$ cat config.mk
export PLATFORM = sky130hd
export DESIGN_NAME = sihm_ctrl
export DESIGN_NICKNAME = d
export VERILOG_FILES = /design/src/hdl/sihm_pkg.sv /design/src/hdl/sihm_ctrl.sv
export SDC_FILE = /design/constraint.sdc
export NUM_CORES = 1
export LEC_CHECK = 0
export ABC_AREA = 1
export BUFFER_PORTS_ARGS = -buffer_cell sky130_fd_sc_hd__buf_2
export CAP_MARGIN = 20
export CORE_MARGIN = 5
export CORE_UTILIZATION = 39
export CTS_CLUSTER_SIZE = 25
export DETAILED_ROUTE_END_ITERATION = 6
export GPL_TIMING_DRIVEN = 0
export MAX_ROUTING_LAYER = met4
export PLACE_DENSITY = 0.77
export SYNTH_ARGS = -nofsm -noshare
export SYNTH_HDL_FRONTEND = slang
export SYNTH_SLANG_ARGS = --single-unit
$ cat constraint.sdc
create_clock -name clock -period 1.5 [get_ports clock]
set_input_delay 0.075 -clock clock [delete_from_list [all_inputs] [get_ports clock]]
set_output_delay 0.075 -clock clock [all_outputs]
set_load 0.02 [all_outputs]
$ cat src/hdl/sihm_pkg.sv
// Shared types and constants for the string intern hash map.
// Used by sihm_ctrl, sihm_dp and string_intern_hash_map.
`default_nettype none
package sihm_pkg;

   localparam int unsigned SLOT_COUNT   = 512;
   localparam int unsigned MAX_NAMES    = 256;
   localparam int unsigned ARENA_BYTES  = 16384;
   localparam int unsigned MAX_NAME_LEN = 1024;
   localparam int unsigned ARENA_CAP    = ARENA_BYTES + MAX_NAME_LEN + 1;

   localparam int unsigned SLOT_W  = $clog2(SLOT_COUNT);
   localparam int unsigned IDX_W   = $clog2(MAX_NAMES);
   localparam int unsigned ID_W    = 9;
   localparam int unsigned OFF_W   = 14;
   localparam int unsigned LEN_W   = 11;
   localparam int unsigned STG_W   = $clog2(MAX_NAME_LEN);
   localparam int unsigned USED_W  = 15;

   localparam logic [31:0] FNV_BASIS = 32'd2166136261;
   localparam logic [31:0] FNV_PRIME = 32'd16777619;

   typedef enum logic [2:0] {
      ST_FOUND      = 3'd0,
      ST_ADDED      = 3'd1,
      ST_BADNAME    = 3'd2,
      ST_IDS_OUT    = 3'd3,
      ST_ARENA_FULL = 3'd4,
      ST_PROBES_OUT = 3'd5,
      ST_UNMAP_MISS = 3'd6
   } status_type;

   typedef enum logic [2:0] {
      RK_FOUND, RK_ADDED, RK_BAD, RK_IDS_OUT, RK_ARENA_FULL, RK_PROBES_OUT, RK_UNMAP
   } rsp_kind_type;

   typedef enum logic [3:0] {
      S_CLEAR, S_IDLE, S_UNMAP, S_CHECK, S_SLOT_RD, S_SLOT_CHK, S_ENTRY_CHK,
      S_NEXT, S_CMP_RD, S_CMP_CHK, S_COPY_RD, S_COPY_WR, S_COMMIT
   } state_type;

   typedef struct packed {
      logic         clr_step;
      logic         accept_byte;
      logic         unmap_rd;
      logic         probe_init;
      logic         probe_next;
      logic         slot_rd;
      logic         entry_rd;
      logic         cmp_init;
      logic         cmp_rd;
      logic         reserve;
      logic         copy_rd;
      logic         copy_wr;
      logic         commit;
      logic         rsp_load;
      rsp_kind_type rsp_kind;
   } cmd_type;

   typedef struct packed {
      logic clr_done;
      logic bad_name;
      logic held_zero;
      logic entry_ok;
      logic idx_done;
      logic cmp_eq;
      logic probes_done;
      logic ids_out;
      logic arena_full;
      logic rsp_busy;
   } sts_type;

endpackage
`default_nettype wire

$ cat src/hdl/sihm_ctrl.sv
// Sequencer for the string intern hash map: clear pass, staging, unmap, probe, compare, insert.
// Depends on sihm_pkg; drives sihm_dp through cmd_type, reads sts_type.
`default_nettype none
module sihm_ctrl (
   input  wire logic             clock,
   input  wire logic             reset,
   input  wire logic             req_valid,
   input  wire logic             req_action,
   input  wire logic             req_last_byte,
   output logic                  req_stall,
   input  wire sihm_pkg::sts_type sts,
   output sihm_pkg::cmd_type     cmd,
   output sihm_pkg::state_type   state
);

   sihm_pkg::state_type state_ff, state_in;
   logic                accept;

   assign state = state_ff;
   assign req_stall = (state_ff != sihm_pkg::S_IDLE) ||
                      (sts.rsp_busy && (req_action || req_last_byte));
   assign accept = req_valid && !req_stall;

   always_ff @(posedge clock) begin
      if (reset) begin
         state_ff <= sihm_pkg::S_CLEAR;
      end else begin
         state_ff <= state_in;
      end
   end

   always_comb begin
      state_in = state_ff;
      unique case (state_ff)
         sihm_pkg::S_CLEAR: begin
            if (sts.clr_done) state_in = sihm_pkg::S_IDLE;
         end
         sihm_pkg::S_IDLE: begin
            if (accept && req_action) state_in = sihm_pkg::S_UNMAP;
            else if (accept && req_last_byte) state_in = sihm_pkg::S_CHECK;
         end
         sihm_pkg::S_UNMAP: state_in = sihm_pkg::S_IDLE;
         sihm_pkg::S_CHECK: begin
            state_in = sts.bad_name ? sihm_pkg::S_IDLE : sihm_pkg::S_SLOT_RD;
         end
         sihm_pkg::S_SLOT_RD: state_in = sihm_pkg::S_SLOT_CHK;
         sihm_pkg::S_SLOT_CHK: begin
            if (!sts.held_zero) state_in = sihm_pkg::S_ENTRY_CHK;
            else if (sts.ids_out || sts.arena_full) state_in = sihm_pkg::S_IDLE;
            else state_in = sihm_pkg::S_COPY_RD;
         end
         sihm_pkg::S_ENTRY_CHK: begin
            state_in = sts.entry_ok ? sihm_pkg::S_CMP_RD : sihm_pkg::S_NEXT;
         end
         sihm_pkg::S_NEXT: begin
            state_in = sts.probes_done ? sihm_pkg::S_IDLE : sihm_pkg::S_SLOT_RD;
         end
         sihm_pkg::S_CMP_RD: begin
            state_in = sts.idx_done ? sihm_pkg::S_IDLE : sihm_pkg::S_CMP_CHK;
         end
         sihm_pkg::S_CMP_CHK: begin
            state_in = sts.cmp_eq ? sihm_pkg::S_CMP_RD : sihm_pkg::S_NEXT;
         end
         sihm_pkg::S_COPY_RD: begin
            state_in = sts.idx_done ? sihm_pkg::S_COMMIT : sihm_pkg::S_COPY_WR;
         end
         sihm_pkg::S_COPY_WR: state_in = sihm_pkg::S_COPY_RD;
         sihm_pkg::S_COMMIT: state_in = sihm_pkg::S_IDLE;
         default: state_in = sihm_pkg::S_CLEAR;
      endcase
   end

   always_comb begin
      cmd = '0;
      cmd.rsp_kind = sihm_pkg::RK_FOUND;
      unique case (state_ff)
         sihm_pkg::S_CLEAR: cmd.clr_step = 1'b1;
         sihm_pkg::S_IDLE: begin
            cmd.unmap_rd    = accept && req_action;
            cmd.accept_byte = accept && !req_action;
         end
         sihm_pkg::S_UNMAP: begin
            cmd.rsp_load = 1'b1;
            cmd.rsp_kind = sihm_pkg::RK_UNMAP;
         end
         sihm_pkg::S_CHECK: begin
            cmd.probe_init = !sts.bad_name;
            cmd.rsp_load   = sts.bad_name;
            cmd.rsp_kind   = sihm_pkg::RK_BAD;
         end
         sihm_pkg::S_SLOT_RD: cmd.slot_rd = 1'b1;
         sihm_pkg::S_SLOT_CHK: begin
            cmd.entry_rd = !sts.held_zero;
            cmd.reserve  = sts.held_zero;
            cmd.cmp_init = 1'b1;
            cmd.rsp_load = sts.held_zero && (sts.ids_out || sts.arena_full);
            cmd.rsp_kind = sts.ids_out ? sihm_pkg::RK_IDS_OUT : sihm_pkg::RK_ARENA_FULL;
         end
         sihm_pkg::S_ENTRY_CHK: cmd.cmp_init = 1'b1;
         sihm_pkg::S_NEXT: begin
            cmd.probe_next = !sts.probes_done;
            cmd.rsp_load   = sts.probes_done;
            cmd.rsp_kind   = sihm_pkg::RK_PROBES_OUT;
         end
         sihm_pkg::S_CMP_RD: begin
            cmd.cmp_rd   = !sts.idx_done;
            cmd.rsp_load = sts.idx_done;
            cmd.rsp_kind = sihm_pkg::RK_FOUND;
         end
         sihm_pkg::S_CMP_CHK: ;
         sihm_pkg::S_COPY_RD: cmd.copy_rd = !sts.idx_done;
         sihm_pkg::S_COPY_WR: cmd.copy_wr = 1'b1;
         sihm_pkg::S_COMMIT: begin
            cmd.commit   = 1'b1;
            cmd.rsp_load = 1'b1;
            cmd.rsp_kind = sihm_pkg::RK_ADDED;
         end
         default: ;
      endcase
   end

endmodule
`default_nettype wire

==> impl_metrics.env <==
export IMPL_comb_power_share_pct=58.7
export IMPL_synth_nets=118
export IMPL_layout_drive_gt1_share_pct=46.2
export IMPL_post_route_period_util_pct=96.8
export IMPL_final_cell_mix="buf_2 (36), nand2_1 (27), inv_1 (14), nor2_1 (13), nand3_1 (8)"
export IMPL_largest_reg_flops=4
export IMPL_gr_usage_all_layers_pct=16.9
export IMPL_dpl_cell_count=154
export IMPL_drt_initial_drc_count=18
export IMPL_relSlewSlack_pct=81.7
export IMPL_final_util_pct=62.0
export IMPL_grt_pass1_vias=666
export IMPL_r2r_slack_ns=0.15
export IMPL_synth_warnings=0
export IMPL_power_density_nw_per_um2=860
export IMPL_endpoint_kind="output port"
export IMPL_critical_path_class="reg -> out"
export IMPL_nets=160
export IMPL_yosysTopAreaCell="nand2_1"
export IMPL_hp_class="in -> reg"
export IMPL_synth_avg_cell_area_um2=5.13
export IMPL_diodes=0
export IMPL_grt_first_pass_wirelength_um=2650
export IMPL_fmax_ghz=0.689
export IMPL_final_common_cell="buf_2"
export IMPL_drc_errors=0
export IMPL_status="finished clean"
export IMPL_crit_end="cmd[3]"
export IMPL_cts_sinks=4
export IMPL_holdPathStages=2
export IMPL_synth_area_leaders="nand2_1 (21%), dfxtp_1 (15%), nor2_1 (11%)"
export IMPL_whs_ns=0.0378
export IMPL_drv_cap=0
export IMPL_cts_hold_buf=0
export IMPL_syn_instance_count=103
export IMPL_start_util_pct=41.1
export IMPL_leakage_uw=0.000514
export IMPL_reg2reg_to="state[1]$_SDFFE_PP0P_"
export IMPL_std_cell_rows=13
export IMPL_synthToLayoutAreaGrowth_pct=50.9
export IMPL_via_count=761
export IMPL_ant_nets=0
export IMPL_setup_violations=0
export IMPL_skew_ns=0.00730
export IMPL_cts_tree="yes"
export IMPL_overflow=0
export IMPL_dp_slack_ns=0.168
export IMPL_core_um2=1280
export IMPL_yosysUniqueCellTypes=21
export IMPL_drt_vias_per_instance=4.82
export IMPL_startpoint="state[0]$_SDFFE_PP0P_"
export IMPL_cts_inserted_buffers=3
export IMPL_dieArea_um2=2190
export IMPL_ys_seq_elements=4
export IMPL_htree_levels=1
export IMPL_synth_top_area_share_pct=20.6
export IMPL_io_pins=37
export IMPL_drv_slew=0
export IMPL_die_y_um=46.8
export IMPL_worst_pin_slew_ns=0.272
export IMPL_grt_antenna_before_repair=0
export IMPL_seqPwrFrac_pct=22.2
export IMPL_finalNonFillerCells=158
export IMPL_yosysSeqAreaShare_pct=15.2
export IMPL_swShare_pct=47.9
export IMPL_synth_area_um2=528
export IMPL_clkTransAtPathRegs_ns=0.04
export IMPL_required_ns=1.42
export IMPL_clk_insertion_delay_late_ns=0.24
export IMPL_crit_arrival_ns=1.38
export IMPL_grt_max_degree=7
export IMPL_rsz0062_at_grt="yes"
export IMPL_clock_root_buffer="clkbuf_4"
export IMPL_clock_power_share_pct=19.2
export IMPL_die_x_um=46.8
export IMPL_reg2reg_from="state[3]$_SDFFE_PP0P_"
export IMPL_ff2ff_path_depth=9
export IMPL_peakVddDrop_mv=0.523
export IMPL_hold_viol=0
export IMPL_power_switching_uw=328
export IMPL_port_buffers=36
export IMPL_wl_per_cell_um=11.1
export IMPL_p_int_uw=357
export IMPL_cp_max_fo=5
export IMPL_place_gp_congestion=0.866
export IMPL_dp_hpwl_um=1460
export IMPL_cts_path_max_buffers=2
export IMPL_start_kind="register"
export IMPL_wl_um=1750
export IMPL_dr_pass1_iters=5
export IMPL_timing_final_ws_setup_ns=0.0476
export IMPL_period_minus_slack_ns=1.45
[power by group through the flow]
stage / Combinational, uW / Sequential (uW) / Clock, uW
final: 402 / 152 / 131
after global routing: 443 / 157 / 140
after detailed placement: 359 / 143 / 0
after CTS: 372 / 143 / 136
after global placement: 354 / 142 / 0
after floorplan: 231 / 159 / 0
[worst max-delay path, cell delays in order (launching register included)]
cell     delay, ns
dfxtp_2       0.34
nand2_1       0.13
inv_1         0.10
nand3_1       0.08
nand3_1       0.09
nor2_2        0.18
nand2_1       0.06
buf_2         0.16
[cells in the mapped netlist, drive strengths merged]
cell type  number
nand2          30
nor2           22
inv            21
nand3           8
dfxtp           4
o21ai           4
a21oi           3
a31oi           2
nor3            2
clkinv          1
nand3b          1
nand4           1
nor3b           1
o211ai          1
o31ai           1
or2             1
[logic make-up (layout without fill, tap and decap cells)]
family | count (synthesis) | count (layout) | synth area share [%]
AOI/OAI and AO/OA | 11 | 11 | 13.7
buffers and inverters | 22 | 62 | 15.6
DFF | 4 | 4 | 15.2
and+or+nand+nor | 66 | 66 | 55.5
[timing repair]
item                       4_1_cts  5_1_grt
buffers inserted                 0        1
resized for setup                2       10
setup endpoints to repair        1        7
pin swaps                        0        1
[how the worst min path moves through the flow]
| stage | startpoint | to | slack, ns |
|---|---|---|---|
| 6_report | reset | state[2]$_SDFFE_PP0P_ | 0.04 |
| 5_1_grt | reset | state[2]$_SDFFE_PP0P_ | 0.03 |
| 4_1_cts | reset | state[2]$_SDFFE_PP0P_ | 0.04 |
| 3_5_place_dp | reset | state[2]$_SDFFE_PP0P_ | 0.28 |
| 3_3_place_gp | reset | state[2]$_SDFFE_PP0P_ | 0.29 |
| 2_1_floorplan | reset | state[2]$_SDFFE_PP0P_ | 0.14 |
[metal layers]
layer	GRT usage [%]	vias up	share of wire, %
met1	18.5	326	39
met3	3.83	2	10
met2	32.0	33	50
li1	-	400	-
met4	1.10	0	0.86
met5	-	-	0
[metrics by stage]
step	setup TNS (ns)	area, um2	power (uW)
after floorplan	0	533	390
after global placement	0	732	496
after detailed placement	0	732	502
after CTS	0	762	651
after global routing	-0.0393	797	741
final	0	797	685
[final cells by class]
| class | instances | area (um2) |
|---|---|---|
| fill | 143 | 488 |
| tap | 15 | 18.8 |
| multi-input combinational | 77 | 400 |
| sequential | 4 | 85.1 |
| inverter | 22 | 82.6 |
| timing repair buffer | 37 | 188 |
| clock buffer | 3 | 22.5 |
Power figures use the tool's default switching activity.
